===== src/hdl/ffha_pkg.sv =====
// ============================================================================
// ffha_pkg: shared types and codes of the first-fit heap allocator
// Request and result beats, register indexes, status codes, controller
// states and the command/status bundles between controller and datapath.
// ============================================================================
package ffha_pkg;

    // Field widths fixed by the block's interface.
    localparam int SIZE_W     = 16;
    localparam int ADDR_W     = 32;
    localparam int LIMIT_W    = 17;
    localparam int MINBLK_W   = 13;
    localparam int SZ8_W      = 17;
    localparam int STATUS_W   = 2;
    localparam int CFG_IDX_W  = 2;
    localparam int CFG_DATA_W = 32;

    // Configuration register indexes.
    localparam logic [CFG_IDX_W-1:0] CFG_HEAP_BASE  = 2'd0;
    localparam logic [CFG_IDX_W-1:0] CFG_HEAP_LIMIT = 2'd1;
    localparam logic [CFG_IDX_W-1:0] CFG_MIN_BLOCK  = 2'd2;

    // Register reset values.
    localparam logic [LIMIT_W-1:0]  HEAP_LIMIT_RST = 17'h10000;
    localparam logic [MINBLK_W-1:0] MIN_BLOCK_RST  = 13'd16;

    // Operation codes.
    localparam logic OP_ALLOC = 1'b0;
    localparam logic OP_FREE  = 1'b1;

    // Result status codes.
    localparam logic [STATUS_W-1:0] ST_REUSED   = 2'd0;
    localparam logic [STATUS_W-1:0] ST_APPENDED = 2'd1;
    localparam logic [STATUS_W-1:0] ST_OOM      = 2'd2;
    localparam logic [STATUS_W-1:0] ST_FREED    = 2'd3;

    typedef struct packed {
        logic              opcode;
        logic [SIZE_W-1:0] request_size;
        logic [ADDR_W-1:0] block_address;
    } t_req;

    typedef struct packed {
        logic [ADDR_W-1:0]   data_address;
        logic [STATUS_W-1:0] status;
    } t_rsp;

    typedef enum logic [2:0] {
        S_IDLE,
        S_FREE,
        S_WALK,
        S_SPLIT,
        S_TAIL
    } t_state;

    // Commands from the controller to the datapath.
    typedef struct packed {
        logic                accept;
        logic                free_wr;
        logic                advance;
        logic                take;
        logic                split_wr;
        logic                append;
        logic                emit;
        logic [STATUS_W-1:0] emit_status;
    } t_cmd;

    // Status from the datapath to the controller.
    typedef struct packed {
        logic walk_end;
        logic fit;
        logic split;
        logic room;
    } t_sts;

endpackage


===== src/hdl/ffha_ctrl.sv =====
// ============================================================================
// ffha_ctrl: controller of the first-fit heap allocator
// Sequences accept, the header walk, the split write, the append decision
// and the free write, and issues the result beat.
// ============================================================================
module ffha_ctrl (
    input  logic           i_clk,
    input  logic           i_rst_n,
    input  logic           i_start,
    input  logic           i_opcode,
    input  ffha_pkg::t_sts i_sts,
    output ffha_pkg::t_cmd o_cmd,
    output logic           o_busy
);

    ffha_pkg::t_state r_state;
    ffha_pkg::t_state n_state;

    // State register.
    always_ff @(posedge i_clk) begin
        if (!i_rst_n) begin
            r_state <= ffha_pkg::S_IDLE;
        end else begin
            r_state <= n_state;
        end
    end

    // Next state and commands.
    always_comb begin
        n_state = r_state;
        o_cmd   = '0;
        o_busy  = 1'b1;
        unique case (r_state)
            ffha_pkg::S_IDLE: begin
                o_busy = 1'b0;
                if (i_start) begin
                    o_cmd.accept = 1'b1;
                    n_state = (i_opcode == ffha_pkg::OP_FREE) ?
                              ffha_pkg::S_FREE : ffha_pkg::S_WALK;
                end
            end
            ffha_pkg::S_FREE: begin
                o_cmd.free_wr     = 1'b1;
                o_cmd.emit        = 1'b1;
                o_cmd.emit_status = ffha_pkg::ST_FREED;
                n_state           = ffha_pkg::S_IDLE;
            end
            ffha_pkg::S_WALK: begin
                if (i_sts.walk_end) begin
                    n_state = ffha_pkg::S_TAIL;
                end else if (i_sts.fit) begin
                    o_cmd.take = 1'b1;
                    if (i_sts.split) begin
                        n_state = ffha_pkg::S_SPLIT;
                    end else begin
                        o_cmd.emit        = 1'b1;
                        o_cmd.emit_status = ffha_pkg::ST_REUSED;
                        n_state           = ffha_pkg::S_IDLE;
                    end
                end else begin
                    o_cmd.advance = 1'b1;
                end
            end
            ffha_pkg::S_SPLIT: begin
                o_cmd.split_wr    = 1'b1;
                o_cmd.emit        = 1'b1;
                o_cmd.emit_status = ffha_pkg::ST_REUSED;
                n_state           = ffha_pkg::S_IDLE;
            end
            ffha_pkg::S_TAIL: begin
                o_cmd.emit = 1'b1;
                if (i_sts.room) begin
                    o_cmd.append      = 1'b1;
                    o_cmd.emit_status = ffha_pkg::ST_APPENDED;
                end else begin
                    o_cmd.emit_status = ffha_pkg::ST_OOM;
                end
                n_state = ffha_pkg::S_IDLE;
            end
            default: begin
                n_state = ffha_pkg::S_IDLE;
            end
        endcase
    end

endmodule

===== config.mk =====
export PLATFORM = sky130hd
export DESIGN_NAME = ffha_ctrl
export DESIGN_NICKNAME = d
export VERILOG_FILES = /design/src/hdl/ffha_pkg.sv /design/src/hdl/ffha_ctrl.sv
export SDC_FILE = /design/constraint.sdc
export NUM_CORES = 1
export LEC_CHECK = 0
export BUFFER_PORTS_ARGS = -buffer_cell sky130_fd_sc_hd__buf_4
export CAP_MARGIN = 40
export CORE_AREA = 2 2 39 41
export CTS_CLUSTER_DIAMETER = 60
export DETAILED_ROUTE_END_ITERATION = 7
export DIE_AREA = 0 0 41 43
export GPL_TIMING_DRIVEN = 0
export PLACE_DENSITY_LB_ADDON = 0.1
export SYNTH_ARGS = -nofsm -noshare
export SYNTH_HDL_FRONTEND = slang
export SYNTH_SLANG_ARGS = --single-unit

===== constraint.sdc =====
create_clock -name i_clk -period 1.2 [get_ports i_clk]
set_input_delay 0.12 -clock i_clk [delete_from_list [all_inputs] [get_ports i_clk]]
set_output_delay 0.12 -clock i_clk [all_outputs]
set_load 0.01 [all_outputs]

Word level (Yosys, flattened, before mapping)
Index checks and enable logic that the tools add are counted.
{"block": "op_classes", "n_addsub": 0, "n_mul": 0, "div_mod_pow": 0, "order_cmp": 0, "n_eq_ne": 6, "shifts": 0, "muxes": 22, "bitwise": 0, "reduce_logical": 2}
{"cell": "3-bit 2-to-1 mux", "count": 6}
{"cell": "3-bit one-hot mux with 4 select lines", "count": 1}
{"cell": "2-bit 2-to-1 mux", "count": 5}
{"cell": "1-bit 2-to-1 mux", "count": 9}
{"cell": "3-bit by 2-bit equality test with 1-bit output (second input constant)", "count": 2}
{"cell": "3-bit one-hot mux with 2 select lines", "count": 1}
{"cell": "3-bit by 1-bit equality test with 1-bit output (second input constant)", "count": 1}
{"cell": "3-bit equality test (second input constant)", "count": 1}
{"cell": "3-bit zero test", "count": 1}
{"cell": "3-bit inequality test (second input constant)", "count": 1}
{"cell": "2-bit inequality test (second input constant)", "count": 1}
{"cell": "2-bit AND reduction", "count": 1}
{"block": "totals", "register_bits": 3, "latch_bits": 0, "ram_bits": 0, "rom_bits": 0, "inputBits": 8, "memories": 0}

Logic depth before layout (Yosys ltp)
Gate-level depths: netlist of run 1.
{"block": "depth", "word_depth": 4, "mapped_depth": 5, "depth_no_buf": 4}

Least setup slack after synthesis of run 1
OpenSTA, ideal clock, no wires.
{"block": "synth_timing", "path_type": "register to output", "from": "register r_state[0]", "to": "output port o_cmd[0] (netlist name)", "t_arrival_ns": 0.995, "slack_ns": 0.085, "stages_incl_launch_ff": 4, "n_path_buf": 1, "path_cell_list": "dfxtp_1 -> buf_6 -> nor3b_1 -> or2_1"}
{"item": "start: declaration", "line": "ffha_ctrl.sv:16", "source": "ffha_pkg::t_state r_state;"}
{"item": "start signal: assignment", "line": "ffha_ctrl.sv:22", "source": "r_state <= ffha_pkg::S_IDLE;"}
{"item": "start signal: assignment", "line": "ffha_ctrl.sv:24", "source": "r_state <= n_state;"}
{"item": "end: declaration", "line": "ffha_ctrl.sv:12", "source": "output ffha_pkg::t_cmd o_cmd,"}

==> results of run 1 <==
path summary, 6_finish.rpt:
path	from	to	slack, ps	depth (start not counted)
hold / removal	i_rst_n	r_state[1]	150	3
setup reg to reg	r_state[0]	r_state[0]	-20	7
setup / recovery	r_state[0]	o_cmd[6]	-170	4
hold reg to reg	r_state[1]	r_state[2]	520	2
worst max-delay path, stage by stage (launching register included):
cell and delay, ps:
dfxtp_1 300, buf_6 130, nor4b_4 270, and2b_1 210, buf_6 110
layout by cell type, fill, tap and decap left out, types with 2 or more instances in the layout:
cell type / Yosys / layout
clkbuf_4: 0 / 3
nand2b_1: 2 / 2
and2_1: 3 / 2
buf_4: 0 / 23
dfxtp_4: 0 / 2
inv_2: 0 / 2
nor2_1: 3 / 3
nor3b_2: 0 / 3
buf_6: 1 / 2
cell type report:
| cell class | count | area [sq um] |
|---|---|---|
| inverters | 2 | 7.51 |
| clock buffers | 4 | 26.3 |
| repair buffers | 24 | 184 |
| fillers | 151 | 845 |
| multi-input cells | 24 | 223 |
| plain buffers | 1 | 11.3 |
| flip-flops and latches | 3 | 67.6 |
| well taps | 16 | 20.0 |
where the power goes:
group	internal [W]	switching (W)
combinational	0.000106	0.0000729
sequential	0.000105	0.00000967
clock	0.000125	0.0000509
total	0.000335	0.000133
repair_timing:
action | 4_1_cts | 5_1_grt
gates resized for setup | 9 | 6
buffers inserted | 5 | 2
pin swaps | 3 | 1
endpoints found under the setup margin | 10 | 12
cloned | 0 | 0
logic make-up (layout without fill, tap and decap cells):
family,count (synthesis),count (layout)
buf+inv,3,31
simple gates,19,19
flops,3,3
compound gates,5,5
routing by layer:
layer / track usage, % / vias up
li1: - / 165
met1: 10.9 / 153
met2: 16.6 / 18
met3: 6.28 / 0
met4: 4.00 / 0
met5: 0 / -
per-stage QoR:
step	TNS [ps]	cells
6_report	-948	74
5_1_grt	-1710	74
4_1_cts	-1030	72
3_5_place_dp	-74.5	63
3_3_place_gp	-29.0	63
2_1_floorplan	0	30
==> results.ini, run 1 <==
[timing]
fin_ws_ps=-169
tightest_slew_ps=270
holdWs_ps=149
finalHoldViolations=0
period_share_pct=114
slew_headroom_pct=81.9
max_clock_freq_mhz=730
setup_viol_count_final=12
fin_crit_ps=1370
rsz0062_at_grt=true
maxSlewViolCount=0
fin_skew_ps=0.0797

[place]
dpl_cell_area_sq_um=407
gp_congestion=0.636
detailedPlacementHpwl_um=575
portBuffers=17
pre_cts_ws_ps=-46.8

[worst_setup_path]
path_class=register to output pin
worst_setup_path_start_kind=register
arrival_ps=1250
crit_path_end_kind=output pin
critPathMaxFanout=8
cp.required_ps=1080

[synth]
ys_ff_latch=3
syn_area_per_cell_sq_um=8.63
synthTopCellsByCount=3 x and2_1, 3 x dfxtp_1, 3 x nor2_1, 3 x nor3b_1
synth_top_cell_area_share_pct=23.2
synthMuxAreaShare_pct=0
synth_top_cell_by_area=dfxtp_1
async_flop_share_pct=0
yosys_warnings=0
synth.net_count=38
synth-adder-area-share_pct=0
synth_top_family_by_area=simple AND/OR/NAND/NOR gates
yosys-top-cells-area=dfxtp_1 23%, nor4b_4 9.2%, nor3b_1 8.7%, nor3_2 7.7%, and2_1 7.2%
synth-xor-area-share_pct=0
syn_inst=30
synth.distinct_cells=19
synth_edf_count=0
netlist_area_sq_um=259
synth_compound_area_share_pct=13.5
synthFlopType=dfxtp_1
synthSimpleGateAreaFrac_pct=56.0
ys_seq_area_share_pct=23.2

[routing]
wl_met2_um=421
postRouteAntennaNets=0
top_layer=met3
avgViaCountPerCell=4.54
routed_wl_um=810
post_drt_wl_per_cell_um=10.9
drc=0
drtPass1Iterations=2
wl_met3_um=86
vias=336
drtIter0Drc=4
met1_length_um=303

[die]
die_area_sq_um=1760
num_rows=14
fp.dieW_um=41
coreArea_sq_um=1380
ios=18
start_util_pct=18.7
die_y_um=43

[cells_and_area]
final_area_sq_um=539
drive_above_1_share_pct=72.4
syn_to_final_growth_pct=108
num_antenna_cells=0
regMostFlops=r_state
reg.largest.list=r_state: 3 flops
final_nets=67
largest_reg_flops=3
utilization_pct=39.0

[global_routing]
antenna_found_initial=0
grtUsageTotal_pct=10.5
grt_pass1_vias=317
grt_max_degree=10
grt_pass1_wl_um=1240
gr-total-overflow=0

[clock_network]
cts_buffers=3
cts_tree=done
cts-htree-levels=1
clk_latency_ps=230
cts.sink_count=3
ctsHoldBuffers=0
clockBufferDepth=2
cts_root_buffer=clkbuf_4
clk_pin_slew_ps=30

[worst_hold_path]
min_path_type=input pin to register

[power]
leakage_nw=0.269
irDropWorstVdd_uv=628
finalPower_w=0.000468
power.density_nw_per_um2=868

[run_status]
outcome=finished, violations left
violations=setup timing

[job]
cap_violations=0

No activity file was read; power rests on OpenSTA's default activity.
==> run 2, diff against run 1 <==
ABC_AREA = 1   (was unset)
==> run 2 against run 1 <==
  * The run still ends with setup timing left
  * Non-clock buffer count is 2 higher
  * Die area stayed put
  * Register-to-register slack gained 120 ps
  * Utilization up 1.8 points
  * Fmax grew 9.6%
  * Count of clock-buffer cells in the layout stayed put
  * Clock power is essentially flat
  * Critical path depth up 3
  * Sequential share of layout area down 0.33 points
  * Sequential power increased by 18%
  * Synthesized area grew 0.48%
  * Critical endpoint is now o_cmd[2]
  * Largest power group unchanged
  * Highest routed layer unchanged
==> results.ini, run 2 <==
[run_status]
outcome=finished, violations left
violations=setup timing

[die]
start_util_pct=18.8  ; +0.090 points
fp.dieW_um=41  ; unchanged
num_rows=14  ; unchanged
coreArea_sq_um=1380  ; unchanged
ios=18  ; unchanged
die_area_sq_um=1760  ; unchanged
die_y_um=43  ; unchanged

[clock_network]
clk_latency_ps=230  ; about the same
cts_tree=done
cts-htree-levels=1  ; unchanged
clk_pin_slew_ps=40  ; about the same
ctsHoldBuffers=0  ; unchanged
cts_buffers=3  ; unchanged
clockBufferDepth=2  ; unchanged
cts_root_buffer=clkbuf_4
cts.sink_count=3  ; unchanged

[worst_setup_path]
cp_top_family=simple AND/OR/NAND/NOR gates
cpPeakStageDelay_ps=370  ; +70 ps
path_buf_inv=2  ; unchanged
worst_setup_path_start_kind=register
path_class=register to output pin
reg2reg_from=r_state[0]
cp.required_ps=1080  ; about the same
arrival_ps=1130  ; -120 ps
rr_endpoint=r_state[1]
critPathMaxFanout=3  ; -5
crit_chain=inv_4 > nor2_4 > nand2_2 > nor2_2 > nand2_1 > nand3_2 > buf_6
crit_path_end_kind=output pin
rr_worst_depth=7  ; unchanged
slowest_stage=dfxtp_4
rrSetupSlack_ps=100  ; +120 ps

[synth]
synthFlopType=dfxtp_1
synth.net_count=54  ; +42%
synth_top_cell_by_area=dfxtp_1
ys_ff_latch=3  ; unchanged
synth_edf_count=0  ; unchanged
yosys-top-cells-area=dfxtp_1 23%, nor2_1 16%, nand2_1 14%, inv_1 10%, nand3_1 7.7%
synth_most_common_cell=nor2_1
yosys_warnings=0  ; unchanged
synth_top_cell_area_share_pct=23.1  ; -0.11 points
synthTopCellsByCount=11 x nor2_1, 10 x nand2_1, 7 x inv_1, 4 x nand3_1, 3 x dfxtp_1
netlist_area_sq_um=260  ; +0.48%
syn_area_per_cell_sq_um=5.66  ; -34%
ys_seq_area_share_pct=23.1  ; -0.11 points
async_flop_share_pct=0  ; unchanged
syn_inst=46  ; +53%
synth.distinct_cells=12  ; -7

[cells_and_area]
final_area_sq_um=564  ; +4.6%
drive_above_1_share_pct=64.9  ; -7.5 points
num_antenna_cells=0  ; unchanged
layout_commonest_cell=buf_4
syn_to_final_growth_pct=117
utilization_pct=40.8  ; +1.8 points
largest_reg_flops=3  ; unchanged
reg.largest.list=r_state: 3 flops
layout_common_cells=25 x buf_4, 8 x nor2_1, 8 x nand2_1
regMostFlops=r_state
fin_cells=93  ; +26%
final_nets=86  ; +28%

[timing]
period_share_pct=104  ; -10 points
holdWs_ps=143  ; -6.03 ps
fin_crit_ps=1250  ; -120 ps
max_clock_freq_mhz=800  ; +9.6%
rsz0062_at_grt=true
setup_viol_count_final=1  ; -11
maxSlewViolCount=0  ; unchanged
finalHoldViolations=0  ; unchanged
slew_headroom_pct=90.6  ; +8.7 points
fin_skew_ps=0.601  ; +0.521 ps
fin_ws_ps=-49.6  ; +120 ps
tightest_slew_ps=140  ; -130 ps

[worst_hold_path]
min_to=r_state[2]
min_path_type=input pin to register
holdCritStartpoint=i_sts[3]
min_delay_path_depth=3  ; unchanged

[place]
dpl_cell_area_sq_um=408  ; +0.31%
portBuffers=17  ; unchanged
gp_congestion=0.772  ; +21%
detailedPlacementHpwl_um=554  ; -3.6%
place_inst=79  ; +25%
pre_cts_ws_ps=68.8  ; +116 ps

[routing]
postRouteAntennaNets=0  ; unchanged
drc=0  ; unchanged
drtPass1Iterations=2  ; unchanged
routed_wl_um=767  ; -5.3%
avgViaCountPerCell=4.03  ; -11%
vias=375  ; +12%
drtIter0Drc=5  ; +1
post_drt_wl_per_cell_um=8.25  ; -25%

[global_routing]
grt_pass1_wl_um=1240  ; unchanged
antenna_found_initial=0  ; unchanged
grt_pass1_vias=338  ; +6.6%
grtUsageTotal_pct=10.2  ; -0.31 points
grt_max_degree=5  ; -5
gr-total-overflow=0  ; unchanged

[power]
power.density_nw_per_um2=1190  ; +37%
leakage_nw=0.313  ; +16%
irDropWorstVdd_uv=432  ; -31%

[job]
cap_violations=0  ; unchanged

-- run 2: worst reg2reg max path: stages (launching register included) --
cell and delay, ps:
dfxtp_2 330, nor2_4 160, buf_4 130, buf_4 100, nand3_2 70, nand2_1 100, nor2_1 50, nor2_1 80
-- run 2: final cells by class --
type,instances,area (sq um)
fill,156,820
multi-input combinational,34,203
inverter,9,36.3
clock buffer,4,26.3
sequential,3,68.8
tap,16,20.0
timing repair buffer,27,210
-- run 2: worst max-delay path by stage --
| stage | start | slack [ps] | cells past startpoint | endpoint |
|---|---|---|---|---|
| 4_1_cts | r_state[1] | -60 | 7 | o_cmd[2] |
| 2_1_floorplan | r_state[2] | 170 | 5 | o_cmd[0] |
| 3_5_place_dp | r_state[1] | 70 | 4 | o_cmd[1] |
| 6_report | r_state[1] | -50 | 7 | o_cmd[2] |
| 5_1_grt | r_state[1] | -110 | 7 | o_cmd[2] |
| 3_3_place_gp | r_state[1] | 70 | 4 | o_cmd[0] |
-- run 2: report_power, final --
group	internal (W)	total, W	switching, W
Clock	0.000124	0.000172	0.0000473
Combinational	0.000196	0.000365	0.000169
Sequential	0.000115	0.000135	0.0000193
-- run 2: kinds of logic (layout without fill, tap and decap cells) --
kind of cell / after synthesis / count (layout) / share of synthesized area, %
AOI/OAI and AO/OA: 2 / 2 / 3.85
buffers and inverters: 9 / 40 / 13.0
DFF: 3 / 3 / 23.1
and+or+nand+nor: 32 / 32 / 60.1
-- run 2: stage by stage --
stage / TNS [ps] / total power [W]
2_1_floorplan: 0 / 0.000266
3_3_place_gp: 0 / 0.000374
3_5_place_dp: 0 / 0.000373
4_1_cts: -88.9 / 0.000634
5_1_grt: -271 / 0.000724
6_report: -49.6 / 0.000671
-- run 2: repair_timing --
action,in CTS,in global routing
buffers inserted,8,2
pin swaps,3,5
endpoints found under the setup margin,5,6
gates resized for setup,13,9
gates cloned,0,0
-- run 2: routing by layer --
layer	global-route usage, %	share of wire, %	vias up
li1	-	-	203
met1	12.1	38	165
met2	16.3	56	7
met3	1.57	5.5	0
met4	6.00	0	0
met5	0	0	-
==> run 3, diff against run 2 <==
clock period = 1.4 ns   (was 1.2 ns; I/O delays follow)
==> run 3 against run 2 <==
  * The flow now finishes without violations
  * Register-to-register slack improved by 360 ps
  * Critical path type unchanged
  * Clock skew is essentially flat
  * Combinational power fell by 41%
==> results.ini, run 3 (same netlist as run 2, synthesis figures left out) <==
[worst_setup_path]
path_class=register to output pin
crit_path_end_kind=output pin
critPathMaxFanout=5  ; +2
cp.required_ps=1260  ; +180 ps
worst_setup_path_start_kind=register
critPathLaunch=r_state[1]
arrival_ps=1160  ; +30 ps
reg2reg_from=r_state[0]

[worst_hold_path]
holdCritStartpoint=i_rst_n
min_path_type=input pin to register

[timing]
finalSetupTns_ps=0  ; +49.6 ps
maxSlewViolCount=0  ; unchanged
fin_ws_ps=100  ; +150 ps
fin_skew_ps=0.395  ; -0.206 ps
max_clock_freq_mhz=770
finalHoldViolations=0  ; unchanged
period_share_pct=92.8
fin_crit_ps=1300
tightest_slew_ps=176  ; +35.6 ps
setup_viol_count_final=0  ; -1
slew_headroom_pct=88.3  ; -2.4 points
rsz0062_at_grt=false

[routing]
drc=0  ; unchanged
drtIter0Drc=1  ; -4
routed_wl_um=644  ; -16%
drtPass1Iterations=2  ; unchanged
post_drt_wl_per_cell_um=7.76  ; -5.9%
vias=325  ; -13%
avgViaCountPerCell=3.92  ; -2.9%
postRouteAntennaNets=0  ; unchanged

[place]
portBuffers=17  ; unchanged
detailedPlacementHpwl_um=554  ; unchanged
dpl_cell_area_sq_um=408  ; unchanged
gp_congestion=0.772  ; unchanged
pre_cts_ws_ps=249  ; +180 ps

[clock_network]
cts.sink_count=3  ; unchanged
post_cts_buffers=0  ; -8
cts-htree-levels=1  ; unchanged
cts_tree=done
clk_latency_ps=230  ; about the same
clockBufferDepth=2  ; unchanged
clk_pin_slew_ps=30  ; about the same
cts_buffers=3  ; unchanged
cts_root_buffer=clkbuf_4

[global_routing]
grt_pass1_wl_um=1050  ; -15%
grt_max_degree=6  ; +1
grt_pass1_vias=290  ; -14%
antenna_found_initial=0  ; unchanged
gr-total-overflow=0  ; unchanged
grtUsageTotal_pct=8.82  ; -1.4 points

[die]
ios=18  ; unchanged
num_rows=14  ; unchanged
fp.dieW_um=41  ; unchanged
start_util_pct=18.8  ; unchanged
die_area_sq_um=1760  ; unchanged
die_y_um=43  ; unchanged
coreArea_sq_um=1380  ; unchanged

[power]
leakage_nw=0.249  ; -20%
irDropWorstVdd_uv=353  ; -18%
power.density_nw_per_um2=1060  ; -10%

[job]
cap_violations=0  ; unchanged

[cells_and_area]
layout_common_cells=17 x buf_4, 10 x nor2_1, 9 x nand2_1
reg.largest.list=r_state: 3 flops
regMostFlops=r_state
layout_commonest_cell=buf_4
final_nets=76  ; -12%
drive_above_1_share_pct=46.3  ; -19 points
largest_reg_flops=3  ; unchanged
num_antenna_cells=0  ; unchanged
final_area_sq_um=445  ; -21%
syn_to_final_growth_pct=71.2

[run_status]
outcome=completed

-- run 3: per-stage QoR --
| step | std cells | total power (W) | util (%) | hold slack (ps) |
|---|---|---|---|---|
| after floorplan | 46 | 0.000228 | - | 259 |
| after global placement | 79 | 0.000321 | 29.5 | 421 |
| after detailed placement | 79 | 0.000320 | 29.5 | 415 |
| after CTS | 83 | 0.000484 | 31.7 | 168 |
| after global routing | 83 | 0.000518 | 32.2 | 174 |
| final | 83 | 0.000474 | 32.2 | 171 |
-- run 3: path summary, 6_finish.rpt --
kind | end | slack [ps] | cells past startpoint
worst min-delay path | r_state[1] | 170 | 3
worst min register to register | r_state[2] | 610 | 4
worst max register to register | r_state[1] | 460 | 5
worst max-delay path | o_cmd[1] | 100 | 4
-- run 3: worst max-delay path, stage by stage (launching register included) --
cell,delay [ps]
dfxtp_2,340
nor2_4,160
nand2_1,120
o21ai_0,170
buf_4,140
-- run 3: cell type report --
type	count	area, sq um
fill	171	938
clock buffer	4	26.3
timing repair buffer	17	128
multi-input combinational	34	176
tap	16	20.0
inverter	9	33.8
sequential	3	61.3
-- run 3: what timing repair did --
action / CTS / global route
gates resized for setup: 1 / 4
pin swaps: 0 / 0
hold buffers: 0 / 0
endpoints found under the setup margin: 1 / 3
-- run 3: layer usage --
metal	part of all wire, %	track usage (%)	wire [um]
met1	41	11.2	264
met2	52	12.8	336
met3	6.7	1.57	43
met4	0	6.00	0
met5	0	0	0
-- run 3: power breakdown --
group          internal [W]  switching (W)
Clock              0.000107      0.0000404
Sequential        0.0000981      0.0000155
Combinational      0.000101       0.000113
